`src/design/kli_pkg.sv`:
```
`timescale 1ns / 1ps

package kli_pkg;

    // Fixed field widths
    localparam int Q_W         = 32;   // signed Q16.16 time and value
    localparam int FRAC_W      = 16;   // interpolation fraction bits
    localparam int KEY_TOTAL_W = 5;    // reported key count
    localparam int DIFF_W      = Q_W + 1;
    localparam int PROD_W      = DIFF_W + FRAC_W + 1;
    localparam int STEP_W      = $clog2(FRAC_W + 1);

    // Request kinds
    typedef enum logic {
        KIND_SET  = 1'b0,
        KIND_EVAL = 1'b1
    } kli_kind_t;

    // One table entry
    typedef struct packed {
        logic signed [Q_W-1:0] key_time;
        logic signed [Q_W-1:0] key_value;
    } kli_key_t;

    // Sequencer states
    typedef enum logic [2:0] {
        ST_IDLE,
        ST_SCAN,
        ST_SHIFT,
        ST_FLUSH,
        ST_INSERT,
        ST_DIV,
        ST_MUL,
        ST_DONE
    } kli_state_t;

endpackage

```
`src/design/kli_req_if.sv`:
```
`timescale 1ns / 1ps

interface kli_req_if;
    logic                             valid;
    logic                             ready;
    logic                             kind;
    logic signed [kli_pkg::Q_W-1:0]   time_req;
    logic signed [kli_pkg::Q_W-1:0]   value;

    modport source (output valid, output kind, output time_req, output value, input ready);
    modport sink   (input valid, input kind, input time_req, input value, output ready);
endinterface

```
`src/design/kli_rsp_if.sv`:
```
`timescale 1ns / 1ps

interface kli_rsp_if;
    logic                                  valid;
    logic                                  ready;
    logic signed [kli_pkg::Q_W-1:0]        result_value;
    logic        [kli_pkg::KEY_TOTAL_W-1:0] key_total;
    logic                                  dropped;

    modport source (output valid, output result_value, output key_total, output dropped,
                    input ready);
    modport sink   (input valid, input result_value, input key_total, input dropped,
                    output ready);
endinterface

```
`src/design/keyframe_linear_interpolator_unit.sv`:
```
`timescale 1ns / 1ps
// Set: a linear scan of the key table, then for an insert a one-entry-per-cycle shift through
//   the key RAM (one write port, one read port) and the write of the new key.
// Evaluate: an empty table skips the scan; else a scan, then for an inner interval a serial
//   fraction divide and a multiply step.
// One request in flight: the next is taken only after the result has moved into the output
//   register. Reset clears the state, key count and output valid, not the key RAM.

module keyframe_linear_interpolator_unit #(
    parameter int MAX_KEYS = 16
) (
    input  logic clk,
    input  logic rst_n,
    kli_req_if.sink   req,
    kli_rsp_if.source rsp
);
    import kli_pkg::*;

    localparam int IDX_W = $clog2(MAX_KEYS);
    localparam int CNT_W = $clog2(MAX_KEYS + 1);
    localparam logic [CNT_W-1:0] MAX_CNT = CNT_W'(MAX_KEYS);

    kli_state_t state_reg, state_next;

    logic [CNT_W-1:0]          count_reg, count_next;
    kli_kind_t                 kind_reg,  kind_next;
    logic signed [Q_W-1:0]     t_reg,     t_next;
    logic signed [Q_W-1:0]     v_reg,     v_next;
    logic [CNT_W-1:0]          chk_reg,   chk_next;
    kli_key_t                  prev_reg,  prev_next;
    logic [CNT_W-1:0]          sh_reg,    sh_next;
    logic [CNT_W-1:0]          pos_reg,   pos_next;
    logic                      pend_reg,  pend_next;
    logic [IDX_W-1:0]          wa_reg,    wa_next;
    logic signed [Q_W-1:0]     res_reg,   res_next;
    logic                      drop_reg,  drop_next;
    logic signed [Q_W-1:0]     base_reg,  base_next;
    logic signed [DIFF_W-1:0]  diff_reg,  diff_next;
    logic signed [PROD_W-1:0]  prod_reg,  prod_next;

    logic                      out_valid_reg, out_valid_next;
    logic signed [Q_W-1:0]     out_res_reg,   out_res_next;
    logic [KEY_TOTAL_W-1:0]    out_cnt_reg,   out_cnt_next;
    logic                      out_drop_reg,  out_drop_next;

    // RAM and divider hookup
    logic              wr_en;
    logic [IDX_W-1:0]  wr_addr;
    kli_key_t          wr_data;
    logic [IDX_W-1:0]  rd_addr;
    kli_key_t          rd_key;
    logic              div_start;
    logic [Q_W-1:0]    div_num;
    logic [Q_W-1:0]    div_den;
    logic              div_done;
    logic [FRAC_W-1:0] div_quot;

    // Scan compare
    logic             accept;
    logic             out_free;
    logic [CNT_W-1:0] chk_inc;
    logic [CNT_W-1:0] sh_inc;
    logic             hit_eq;
    logic             hit_gt;
    logic             stop_hit;
    logic             at_last;
    logic             full;
    kli_key_t         new_key;

    assign accept   = req.valid && (state_reg == ST_IDLE);
    assign out_free = !out_valid_reg || rsp.ready;
    assign chk_inc  = chk_reg + 1'b1;
    assign sh_inc   = sh_reg + 1'b1;
    assign hit_eq   = (rd_key.key_time == t_reg);
    assign hit_gt   = ($signed(rd_key.key_time) > $signed(t_reg));
    assign stop_hit = (kind_reg == KIND_EVAL) ? hit_gt : (hit_gt || hit_eq);
    assign at_last  = (chk_reg == count_reg - 1'b1);
    assign full     = (count_reg == MAX_CNT);
    assign new_key  = '{key_time: t_reg, key_value: v_reg};

    // Interval widths for the fraction divide
    assign div_num = t_reg - prev_reg.key_time;
    assign div_den = rd_key.key_time - prev_reg.key_time;

    kli_key_ram #(
        .DEPTH  (MAX_KEYS),
        .ADDR_W (IDX_W)
    ) u_key_ram (
        .clk     (clk),
        .wr_en   (wr_en),
        .wr_addr (wr_addr),
        .wr_data (wr_data),
        .rd_addr (rd_addr),
        .rd_data (rd_key)
    );

    kli_frac_div u_frac_div (
        .clk   (clk),
        .rst_n (rst_n),
        .start (div_start),
        .num   (div_num),
        .den   (div_den),
        .done  (div_done),
        .quot  (div_quot)
    );

    // Next state
    always_comb
    begin
        state_next = state_reg;
        unique case (state_reg)
            ST_IDLE:
            begin
                if (accept)
                begin
                    if (count_reg == '0)
                    begin
                        state_next = (kli_kind_t'(req.kind) == KIND_EVAL) ? ST_DONE : ST_INSERT;
                    end
                    else
                    begin
                        state_next = ST_SCAN;
                    end
                end
            end
            ST_SCAN:
            begin
                if (stop_hit)
                begin
                    if (kind_reg == KIND_EVAL)
                    begin
                        state_next = (chk_reg == '0) ? ST_DONE : ST_DIV;
                    end
                    else if (hit_eq || full)
                    begin
                        state_next = ST_DONE;
                    end
                    else
                    begin
                        state_next = ST_SHIFT;
                    end
                end
                else if (at_last)
                begin
                    if (kind_reg == KIND_EVAL || full)
                    begin
                        state_next = ST_DONE;
                    end
                    else
                    begin
                        state_next = ST_INSERT;
                    end
                end
            end
            ST_SHIFT:
            begin
                if (sh_reg == pos_reg)
                begin
                    state_next = ST_FLUSH;
                end
            end
            ST_FLUSH:  state_next = ST_INSERT;
            ST_INSERT: state_next = ST_DONE;
            ST_DIV:
            begin
                if (div_done)
                begin
                    state_next = ST_MUL;
                end
            end
            ST_MUL:    state_next = ST_DONE;
            ST_DONE:
            begin
                if (out_free)
                begin
                    state_next = ST_IDLE;
                end
            end
            default:   state_next = ST_IDLE;
        endcase
    end

    // Control outputs: RAM ports, divider start, request ready
    always_comb
    begin
        req.ready = 1'b0;
        rd_addr   = '0;
        wr_en     = 1'b0;
        wr_addr   = '0;
        wr_data   = new_key;
        div_start = 1'b0;
        unique case (state_reg)
            ST_IDLE:
            begin
                req.ready = 1'b1;
            end
            ST_SCAN:
            begin
                rd_addr = chk_inc[IDX_W-1:0];
                if (kind_reg == KIND_SET && stop_hit && hit_eq)
                begin
                    wr_en   = 1'b1;
                    wr_addr = chk_reg[IDX_W-1:0];
                end
                if (kind_reg == KIND_EVAL && stop_hit && chk_reg != '0)
                begin
                    div_start = 1'b1;
                end
            end
            ST_SHIFT:
            begin
                rd_addr = sh_reg[IDX_W-1:0];
                wr_en   = pend_reg;
                wr_addr = wa_reg;
                wr_data = rd_key;
            end
            ST_FLUSH:
            begin
                wr_en   = 1'b1;
                wr_addr = wa_reg;
                wr_data = rd_key;
            end
            ST_INSERT:
            begin
                wr_en   = 1'b1;
                wr_addr = pos_reg[IDX_W-1:0];
            end
            ST_DIV, ST_MUL, ST_DONE:
            begin
                rd_addr = '0;
            end
            default:
            begin
                rd_addr = '0;
            end
        endcase
    end

    // Datapath register updates
    always_comb
    begin
        count_next     = count_reg;
        kind_next      = kind_reg;
        t_next         = t_reg;
        v_next         = v_reg;
        chk_next       = chk_reg;
        prev_next      = prev_reg;
        sh_next        = sh_reg;
        pos_next       = pos_reg;
        pend_next      = pend_reg;
        wa_next        = wa_reg;
        res_next       = res_reg;
        drop_next      = drop_reg;
        base_next      = base_reg;
        diff_next      = diff_reg;
        prod_next      = prod_reg;
        out_valid_next = out_valid_reg && !rsp.ready;
        out_res_next   = out_res_reg;
        out_cnt_next   = out_cnt_reg;
        out_drop_next  = out_drop_reg;

        case (state_reg)
            ST_IDLE:
            begin
                if (accept)
                begin
                    kind_next = kli_kind_t'(req.kind);
                    t_next    = req.time_req;
                    v_next    = req.value;
                    chk_next  = '0;
                    pos_next  = '0;
                    pend_next = 1'b0;
                    res_next  = '0;
                    drop_next = 1'b0;
                end
            end
            ST_SCAN:
            begin
                if (stop_hit)
                begin
                    if (kind_reg == KIND_EVAL)
                    begin
                        // First key already past the query: hold the first value; else load base and difference
                        res_next  = rd_key.key_value;
                        base_next = prev_reg.key_value;
                        diff_next = {rd_key.key_value[Q_W-1], rd_key.key_value}
                                  - {prev_reg.key_value[Q_W-1], prev_reg.key_value};
                    end
                    else if (!hit_eq)
                    begin
                        if (full)
                        begin
                            drop_next = 1'b1;
                        end
                        else
                        begin
                            pos_next = chk_reg;
                            sh_next  = count_reg - 1'b1;
                        end
                    end
                end
                else if (at_last)
                begin
                    // Query at or after the last key, or append a new last key (dropped when full)
                    if (kind_reg == KIND_EVAL)
                    begin
                        res_next = rd_key.key_value;
                    end
                    else if (full)
                    begin
                        drop_next = 1'b1;
                    end
                    else
                    begin
                        pos_next = count_reg;
                    end
                end
                else
                begin
                    prev_next = rd_key;
                    chk_next  = chk_inc;
                end
            end
            ST_SHIFT:
            begin
                pend_next = 1'b1;
                wa_next   = sh_inc[IDX_W-1:0];
                sh_next   = sh_reg - 1'b1;
            end
            ST_INSERT:
            begin
                count_next = count_reg + 1'b1;
            end
            ST_DIV:
            begin
                if (div_done)
                begin
                    prod_next = diff_reg * $signed({1'b0, div_quot});
                end
            end
            ST_MUL:
            begin
                // a + floor((b - a) * u / 2^16); exact result fits Q_W bits
                res_next = base_reg + prod_reg[FRAC_W+Q_W-1:FRAC_W];
            end
            ST_DONE:
            begin
                if (out_free)
                begin
                    out_valid_next = 1'b1;
                    out_res_next   = res_reg;
                    out_cnt_next   = KEY_TOTAL_W'(count_reg);
                    out_drop_next  = drop_reg;
                end
            end
            default:
            begin
                pend_next = pend_reg;
            end
        endcase
    end

    // Control state
    always_ff @(posedge clk or negedge rst_n)
    begin
        if (!rst_n)
        begin
            state_reg     <= ST_IDLE;
            count_reg     <= '0;
            pend_reg      <= 1'b0;
            out_valid_reg <= 1'b0;
        end
        else
        begin
            state_reg     <= state_next;
            count_reg     <= count_next;
            pend_reg      <= pend_next;
            out_valid_reg <= out_valid_next;
        end
    end

    // Payload registers
    always_ff @(posedge clk)
    begin
        kind_reg     <= kind_next;
        t_reg        <= t_next;
        v_reg        <= v_next;
        chk_reg      <= chk_next;
        prev_reg     <= prev_next;
        sh_reg       <= sh_next;
        pos_reg      <= pos_next;
        wa_reg       <= wa_next;
        res_reg      <= res_next;
        drop_reg     <= drop_next;
        base_reg     <= base_next;
        diff_reg     <= diff_next;
        prod_reg     <= prod_next;
        out_res_reg  <= out_res_next;
        out_cnt_reg  <= out_cnt_next;
        out_drop_reg <= out_drop_next;
    end

    assign rsp.valid        = out_valid_reg;
    assign rsp.result_value = out_res_reg;
    assign rsp.key_total    = out_cnt_reg;
    assign rsp.dropped      = out_drop_reg;

    // Key count never exceeds the table size
    a_count_bound: assert property (@(posedge clk) disable iff (!rst_n)
        count_reg <= MAX_CNT)
        else $error("key count above table size");

    // Key count moves only through an insert, by one
    a_count_step: assert property (@(posedge clk) disable iff (!rst_n)
        $past(state_reg) != ST_INSERT |-> $stable(count_reg))
        else $error("key count changed outside insert");

    // A dropped set only happens with a full table
    a_drop_full: assert property (@(posedge clk) disable iff (!rst_n)
        rsp.valid && rsp.dropped |-> rsp.key_total == KEY_TOTAL_W'(MAX_KEYS))
        else $error("dropped set with room in table");

    // Divider finishes only while the sequencer waits on it
    a_div_owner: assert property (@(posedge clk) disable iff (!rst_n)
        div_done |-> state_reg == ST_DIV)
        else $error("divider done outside divide wait");

endmodule

```
`src/design/kli_key_ram.sv`:
```
`timescale 1ns / 1ps

module kli_key_ram #(
    parameter int DEPTH  = 16,
    parameter int ADDR_W = 4
) (
    input  logic              clk,
    input  logic              wr_en,
    input  logic [ADDR_W-1:0] wr_addr,
    input  kli_pkg::kli_key_t wr_data,
    input  logic [ADDR_W-1:0] rd_addr,
    output kli_pkg::kli_key_t rd_data
);
    import kli_pkg::*;

    kli_key_t mem [DEPTH];
    kli_key_t rd_data_reg;

    // Single write port
    always_ff @(posedge clk)
    begin
        if (wr_en)
        begin
            mem[wr_addr] <= wr_data;
        end
    end

    // Registered read port
    always_ff @(posedge clk)
    begin
        rd_data_reg <= mem[rd_addr];
    end

    assign rd_data = rd_data_reg;

endmodule

```
`src/design/kli_frac_div.sv`:
```
`timescale 1ns / 1ps

// Restoring divider: quot = floor(num * 2^FRAC_W / den), num < den.
// One quotient bit per cycle.
module kli_frac_div (
    input  logic                          clk,
    input  logic                          rst_n,
    input  logic                          start,
    input  logic [kli_pkg::Q_W-1:0]       num,
    input  logic [kli_pkg::Q_W-1:0]       den,
    output logic                          done,
    output logic [kli_pkg::FRAC_W-1:0]    quot
);
    import kli_pkg::*;

    logic [Q_W-1:0]    rem_reg,  rem_next;
    logic [Q_W-1:0]    den_reg,  den_next;
    logic [FRAC_W-1:0] quot_reg, quot_next;
    logic [STEP_W-1:0] cnt_reg,  cnt_next;
    logic              busy_reg, busy_next;
    logic              done_reg, done_next;

    logic [Q_W:0]      rem_dbl;
    logic [Q_W:0]      rem_sub;
    logic              q_bit;

    // Shift-compare-subtract step
    assign rem_dbl = {rem_reg, 1'b0};
    assign rem_sub = rem_dbl - {1'b0, den_reg};
    assign q_bit   = (rem_dbl >= {1'b0, den_reg});

    always_comb
    begin
        rem_next  = rem_reg;
        den_next  = den_reg;
        quot_next = quot_reg;
        cnt_next  = cnt_reg;
        busy_next = busy_reg;
        done_next = 1'b0;
        if (start)
        begin
            rem_next  = num;
            den_next  = den;
            cnt_next  = STEP_W'(FRAC_W);
            busy_next = 1'b1;
        end
        else if (busy_reg)
        begin
            rem_next  = q_bit ? rem_sub[Q_W-1:0] : rem_dbl[Q_W-1:0];
            quot_next = {quot_reg[FRAC_W-2:0], q_bit};
            cnt_next  = cnt_reg - 1'b1;
            if (cnt_reg == STEP_W'(1))
            begin
                busy_next = 1'b0;
                done_next = 1'b1;
            end
        end
    end

    // Control state
    always_ff @(posedge clk or negedge rst_n)
    begin
        if (!rst_n)
        begin
            cnt_reg  <= '0;
            busy_reg <= 1'b0;
            done_reg <= 1'b0;
        end
        else
        begin
            cnt_reg  <= cnt_next;
            busy_reg <= busy_next;
            done_reg <= done_next;
        end
    end

    // Datapath
    always_ff @(posedge clk)
    begin
        rem_reg  <= rem_next;
        den_reg  <= den_next;
        quot_reg <= quot_next;
    end

    assign done = done_reg;
    assign quot = quot_reg;

    // Partial remainder stays below the divisor
    a_rem_below_den: assert property (@(posedge clk) disable iff (!rst_n)
        busy_reg |-> rem_reg < den_reg)
        else $error("divider remainder not below divisor");

    // No restart while a division runs
    a_no_restart: assert property (@(posedge clk) disable iff (!rst_n)
        start |-> !busy_reg)
        else $error("divider started while busy");

    // Done follows the last step exactly
    a_done_after_last: assert property (@(posedge clk) disable iff (!rst_n)
        busy_reg && !start && cnt_reg == STEP_W'(1) |=> done_reg && !busy_reg)
        else $error("divider done missing after last step");

endmodule
```
`src/flat_wrapper.sv`:
```
// flat-port wrapper written by rule: the top's interface ports become plain ports
module keyframe_linear_interpolator_unit_flat import kli_pkg::*;
#(
    parameter int MAX_KEYS = 16
)
  (clk, rst_n, req_valid, req_kind, req_time_req, req_value, req_ready, rsp_valid, rsp_result_value, rsp_key_total, rsp_dropped, rsp_ready);
  kli_req_if req_i ();
  kli_rsp_if rsp_i ();
  input  logic clk;
  input  logic rst_n;
  input wire logic [$bits(req_i.valid)-1:0] req_valid;
  input wire logic [$bits(req_i.kind)-1:0] req_kind;
  input wire logic [$bits(req_i.time_req)-1:0] req_time_req;
  input wire logic [$bits(req_i.value)-1:0] req_value;
  output wire logic [$bits(req_i.ready)-1:0] req_ready;
  output wire logic [$bits(rsp_i.valid)-1:0] rsp_valid;
  output wire logic [$bits(rsp_i.result_value)-1:0] rsp_result_value;
  output wire logic [$bits(rsp_i.key_total)-1:0] rsp_key_total;
  output wire logic [$bits(rsp_i.dropped)-1:0] rsp_dropped;
  input wire logic [$bits(rsp_i.ready)-1:0] rsp_ready;
  assign req_i.valid = req_valid;
  assign req_i.kind = req_kind;
  assign req_i.time_req = req_time_req;
  assign req_i.value = req_value;
  assign req_ready = req_i.ready;
  assign rsp_valid = rsp_i.valid;
  assign rsp_result_value = rsp_i.result_value;
  assign rsp_key_total = rsp_i.key_total;
  assign rsp_dropped = rsp_i.dropped;
  assign rsp_i.ready = rsp_ready;
  keyframe_linear_interpolator_unit #(.MAX_KEYS(MAX_KEYS)) u_core (.clk(clk), .rst_n(rst_n), .req(req_i), .rsp(rsp_i));
endmodule
```
`config.mk`:
```
export PLATFORM = sky130hd
export DESIGN_NAME = keyframe_linear_interpolator_unit_flat
export DESIGN_NICKNAME = d
export VERILOG_FILES = /design/src/design/kli_pkg.sv /design/src/design/kli_req_if.sv /design/src/design/kli_rsp_if.sv /design/src/design/keyframe_linear_interpolator_unit.sv /design/src/design/kli_key_ram.sv /design/src/design/kli_frac_div.sv /design/src/flat_wrapper.sv
export SDC_FILE = /design/constraint.sdc
export NUM_CORES = 2
export LEC_CHECK = 0
export ABC_AREA = 0
export ABC_CLOCK_PERIOD_IN_PS = 8310
export BUFFER_PORTS_ARGS = -buffer_cell sky130_fd_sc_hd__clkbuf_2
export CAP_MARGIN = 20
export CORE_MARGIN = 4
export CORE_UTILIZATION = 58
export CTS_BUF_LIST = sky130_fd_sc_hd__clkbuf_16
export CTS_CLUSTER_DIAMETER = 50
export DETAILED_ROUTE_END_ITERATION = 7
export PLACE_DENSITY = 0.77
export SLEW_MARGIN = 20
export SYNTH_ARGS = -nofsm -noshare
export SYNTH_HDL_FRONTEND = slang
export SYNTH_SLANG_ARGS = --single-unit
```
`constraint.sdc`:
```
create_clock -name clk -period 8.31 [get_ports clk]
set_clock_uncertainty 0.1 [all_clocks]
set_input_delay 0.831 -clock clk [delete_from_list [all_inputs] [get_ports clk]]
set_output_delay 0.831 -clock clk [all_outputs]
set_load 0.05 [all_outputs]
```
# [After elaboration in Yosys (flattened, before gate mapping)]
# Memories as Yosys holds them, arrays and structs flattened. A register that Yosys moved wholly into a read port is not among the register bits.
# Cells that the tools add are included.
# W data, S select, Z words.
[word_totals] word_cells=176 out_inout_bits=40 input_bits=69 mem_count=1 ram_bits=1024 reg_bits=429
[classes] mux=69 multipliers=1 n_bitwise=4 n_addsub=11 n_lt_le_gt_ge=2 eq_ne=24 n_reduce_logical=37
[mem_list] name="u_core.u_key_ram.mem" words=16 word_bits=64 read_ports=1 rd_ports_with_merged_regs=1 wr=1 line_no="kli_key_ram.sv:16" text="kli_key_t mem [DEPTH];"
[ops] operator="$mux W32" n=7
[ops] operator="$pmux W32 S3" n=1
[ops] operator="$sub A32 B32 Y32" n=3
[ops] operator="$mux W5" n=16
[ops] operator="$mux W64" n=1
[ops] operator="$mul A33 B17 Y48" n=1
[ops] operator="$ge A33 B32 Y1" n=1
[ops] operator="$sub A32 B32 Y33" n=1
[ops] operator="$add A32 B32 Y32" n=1
[ops] operator="$eq A32 B32 Y1" n=1
[ops] operator="$gt A32 B32 Y1" n=1
[ops] operator="$pmux W5 S2" n=3
[ops] operator="$mux W3" n=9
[ops] operator="$mux W1" n=22
[ops] operator="$pmux W3 S7" n=1
[ops] operator="$reduce_and A5 Y1" n=3
[ops] operator="$sub A5 B1 Y5 const B" n=3
[ops] operator="$eq A3 B3 Y1 const B" n=4
[ops] operator="$ne A2 B2 Y1 const B" n=6
[ops] operator="$pmux W4 S3" n=1
[ops] operator="$add A5 B1 Y5 const B" n=2
[ops] operator="$eq A5 B5 Y1" n=2
[ops] operator="$logic_not A5 Y1" n=2
[ops] operator="$reduce_and A2 Y1" n=5
[ops] operator="other kinds (25)" n=51

# [Logic depth before layout (Yosys ltp)]
[depth] depth_word=9 depth_mapped=26 ltp_nobuf=24

# [Modules after synthesis]
# From an unflattened synthesis, not the netlist that was laid out.
[hier_totals] cells_unflattened=5873 hier_area_um2=81219.1
[by_module_without_submodules] mod="kli_key_ram" cells_each=1647 n_inst=1 area_each_um2=39581.7 seq_area_each_um2=32030.7
[by_module_without_submodules] mod="keyframe_linear_interpolator_unit" cells_each=3721 n_inst=1 area_each_um2=36381.1 seq_area_each_um2=9739.3
[by_module_without_submodules] mod="kli_frac_div" cells_each=505 n_inst=1 area_each_um2=5256.3 seq_area_each_um2=2577.5

# [Worst setup path before layout]
# Ideal clock, no wire load.
[synth_path] path_type="register to register" start="register u_core.t_reg[31]" end="memory u_core.u_key_ram.mem[8][0] (netlist bit), enable pin" period_less_slack_ns=8.715 n_path_buf=0 t_required_ns=7.566 arrival_time_ns=7.971 setup_time_ns=0.644 slack_ns=-0.405 path_stages_with_launch=10 cell_sequence="edfxtp_1 -> inv_1 -> ha_1 -> nand4_1 -> nand2b_1 -> nor3_1 -> nand3_1 -> nor3_1 -> a22oi_1 -> nor4_1"
[synth_between] elab_chain_cells=9 word_cells_on_any_way=12 classes_between="1 x order compare; 1 x eq/ne; 7 x mux; 3 x reduce/logical"
[synth_rtl] element="start: declaration" line_no="keyframe_linear_interpolator_unit.sv:27" text="logic signed [Q_W-1:0] t_reg, t_next;"
[synth_rtl] element="start signal: assignment" line_no="keyframe_linear_interpolator_unit.sv:386" text="t_reg <= t_next;"
[synth_rtl] element="$gt A32 B32 Y1 or $eq A32 B32 Y1 (tied branches)" line_no="keyframe_linear_interpolator_unit.sv:75, keyframe_linear_interpolator_unit.sv:74"
[synth_rtl] element="$logic_or A1 B1 Y1" line_no="keyframe_linear_interpolator_unit.sv:76" text="assign stop_hit = (kind_reg == KIND_EVAL) ? hit_gt : (hit_gt || hit_eq);"
[synth_rtl] element="$mux W1" line_no="keyframe_linear_interpolator_unit.sv:76"
[synth_rtl] element="$logic_and A1 B1 Y1" line_no="keyframe_linear_interpolator_unit.sv:200" text="if (kind_reg == KIND_SET && stop_hit && hit_eq)"
[synth_rtl] element="$logic_and A1 B1 Y1 *" line_no="keyframe_linear_interpolator_unit.sv:200"
[synth_rtl] element="$mux W1" line_no="keyframe_linear_interpolator_unit.sv:200"
[synth_rtl] element="$pmux W1 S3" line_no="keyframe_linear_interpolator_unit.sv:192" text="unique case (state_reg)"
[synth_rtl] element="$mux W1" line_no="kli_key_ram.sv:22" text="if (wr_en)"
[synth_rtl] element="$mux W1 (implied by the code)" line_no="kli_key_ram.sv:24" text="mem[wr_addr] <= wr_data;"
[synth_rtl] element="end: declaration" line_no="kli_key_ram.sv:16"
# Mark *: on every way between the ends. The rest lies on a longest branch, timed or not.

# [Worst setup path after layout]
[layout_path] start="register u_core.u_frac_div.quot_reg[2], in the netlist u_core.u_frac_div.quot[2]" end="register u_core.prod_reg[47], data pin"
[layout_between] elab_chain_cells=1
[layout_rtl] element="start: declaration" line_no="kli_frac_div.sv:18" text="logic [FRAC_W-1:0] quot_reg, quot_next;"
[layout_rtl] element="start signal: assignment" line_no="kli_frac_div.sv:82" text="quot_reg <= quot_next;"
[layout_rtl] element="$mul A33 B17 Y48" line_no="keyframe_linear_interpolator_unit.sv:338" text="prod_next = diff_reg * $signed({1'b0, div_quot});"
[layout_rtl] element="end signal: assignment" line_no="keyframe_linear_interpolator_unit.sv:397" text="prod_reg <= prod_next;"
[layout_rtl] element="end: declaration" line_no="keyframe_linear_interpolator_unit.sv:39" text="logic signed [PROD_W-1:0] prod_reg, prod_next;"
# Every way passes these cells.
# A chain may end at the register's enable or synchronous reset.

==> run metrics <==
Max Slew Vio Count=0; first-pass GRT wire length=301000 um; yosys warns=0; largest cells by area after synthesis=edfxtp_1 53%, fa_1 12%, mux4_2 7.1%; arrival time at the worst endpoint=8.16 ns; post-route insts no fill=8085; clk sinks=1501; initial detailed-routing violation count=4578; largest net degree at the start of global routing=125; Synth top area share=52.5%; antenna violations before repair=5; delay-heaviest family, CP=adder cells; XOR/XNOR share of the synthesized area=2.16%; # rows=136; via count=48600; P&R area growth vs syn=10.1%; TNS Setup=0 ns; ANT nets after route=0; Routed WL=193000 um; largest family of logic cells by synthesized area=adder cells; Tot GR Track Use=27.0%; Placed Area=84100 um2; setup violators final=0; DIE AREA=146000 um2; Post-Synth Adder-Cell Area=16.9%; Syn Area/Cell=13.7 um2; NumNets Final=6951; Synth cell types=86; RSZ-0062 raised after global routing=no; measured slew at the worst slew-check pin=1.09 ns; WHS=0.122 ns; Synth area leader=edfxtp_1; most common cell after layout, fill and taps aside=edfxtp_1; max reg flops=1024; CP max-delay cell=edfxtp_1; routability cong.=0.903; Max FO, Critical Path=23; Starting Density=58.7%; Simple-Gate Fraction of Synth Area=7.87%; Setup Crit Path Kind=register to register; CP most frequent cell=fa_1; Wirelength per Cell=23.8 um; synthesis-stage register bit count=1501; cells along the critical path=nand2_1, fa_1, fa_1, fa_1, inv_1, fa_1, fa_1, inv_1, fa_1, inv_1, ha_1, and4_1, a221oi_1, a31oi_2, o2111ai_2, a21oi_2, a2111oi_4, nor3b_2, a311oi_2, xnor2_1; Setup crit end kind=register; Seq/Total Area, Yosys=54.6%; Async SR Flop Fraction=1.13%; Syn Inst Count=5930; clock slew at reported path FFs=0.06 ns; Root Driver=clkbuf_16; DRT Pass-1 Iters=5; chip width=382 um; CP peak stage delay=1.02 ns; H-tree levels=4; vias per cell=6.02; Post-synth top flop=edfxtp_1; core area=138000 um2; relative slew slack=27.0%; DP HPWL=122000 um; most frequent cells in the layout=1420 x edfxtp_1, 806 x inv_1, 685 x nand2_1; number of global-route vias before repair=50700; Worst Path Buf+Inv=3; height of the die=382 um; Final Cycle Share=93.1%; cts bufs inserted=162; clk buf depth=3; gr ovfl total=0; worst skew pair latency=0.78 ns; post-synthesis instance area=81200 um2; min Tclk post-route=7.74 ns; R2R setup slack=0.57 ns; layout cells sized above 1=12.3%; Post-synth EDFFs=1420; final hold vios=0; # fillers=9667; status=completed; count of input and output buffers=108; DP Cell Count=7775; DRC viols=0; IO Count=109; Critical Path Source Type=register; CTS tree=built; Required @ worst endpoint=8.73 ns; max cap viols=0; post-route cell area=89400 um2; postcts setup bufs=0; Synth Area in Compound Gates=6.26%; HP Class=primary input to register; post-synth net total=6802; Fmax=0.129 GHz; mux cell area share after synthesis=7.45%
## cells in the mapped netlist (all sizes together), types with 40 or more instances
| cell type | n |
|---|---|
| and2 | 315 |
| inv | 765 |
| fa | 494 |
| o21ai | 181 |
| a31oi | 80 |
| edfxtp | 1420 |
| xor2 | 59 |
| xnor2 | 141 |
| nor2 | 161 |
| ha | 309 |
| clkbuf | 189 |
| a21oi | 186 |
| buf | 40 |
| dfxtp | 64 |
| a21o | 90 |
| nand2 | 685 |
| mux4 | 256 |
| a211oi | 83 |
## layer usage
layer  share of wire (%)  global-route usage [%]
met1                  39                    35.8
met2                  50                    45.3
met3                 8.0                    4.65
met4                 3.8                    9.86
met5                   0                       0
## through the flow
| step | util [%] | setup slack, ns |
|---|---|---|
| after floorplan | - | 1.14 |
| after global placement | 60.9 | 0.693 |
| after detailed placement | 60.9 | 0.504 |
| after CTS | 64.7 | 0.491 |
| after global routing | 64.7 | 0.260 |
| final | 64.7 | 0.573 |
## layout make-up
class	count	area (um2)	area share, %
well taps	1863	2330	2.61
repair buffers	214	1400	1.57
multi-input cells	3435	33200	37.1
diodes	2	5.00	0.00560
clock inverters	136	997	1.12
inverters	765	2870	3.21
clock buffers	169	4230	4.73
flip-flops and latches	1501	44300	49.6
## what timing repair did
item | in CTS | in global routing
gates resized for setup | 0 | 0
hold endpoints to repair | 17 | 0
hold buffers | 1 | 0
## cell families after synthesis
logic type | count (synthesis)
AO/OA/AOI/OAI | 783
multiplexers | 284
flip-flops | 1501
buffers and inverters | 994
AND/OR/NAND/NOR | 1365
adder cells (fa/ha/maj) | 803
XOR/XNOR | 200
## worst paths after layout
kind	from	to	cells after the start
min in group asynchronous	rst_n	u_core.u_frac_div.cnt_reg[0]	2
min	req_value[12]	u_core.v_reg[12]	1
max reg2reg	u_core.u_frac_div.quot[2]	u_core.prod_reg[47]	20
min reg2reg	u_core.res_reg[17]	u_core.rsp.result_value[17]	0
max	u_core.u_frac_div.quot[2]	u_core.prod_reg[47]	20
max in group asynchronous	rst_n	u_core.state_reg[2]	2
Power is left out: the tool's default activity adds up to more than one toggle a clock period on the data nets, which glitch-free logic cannot reach.
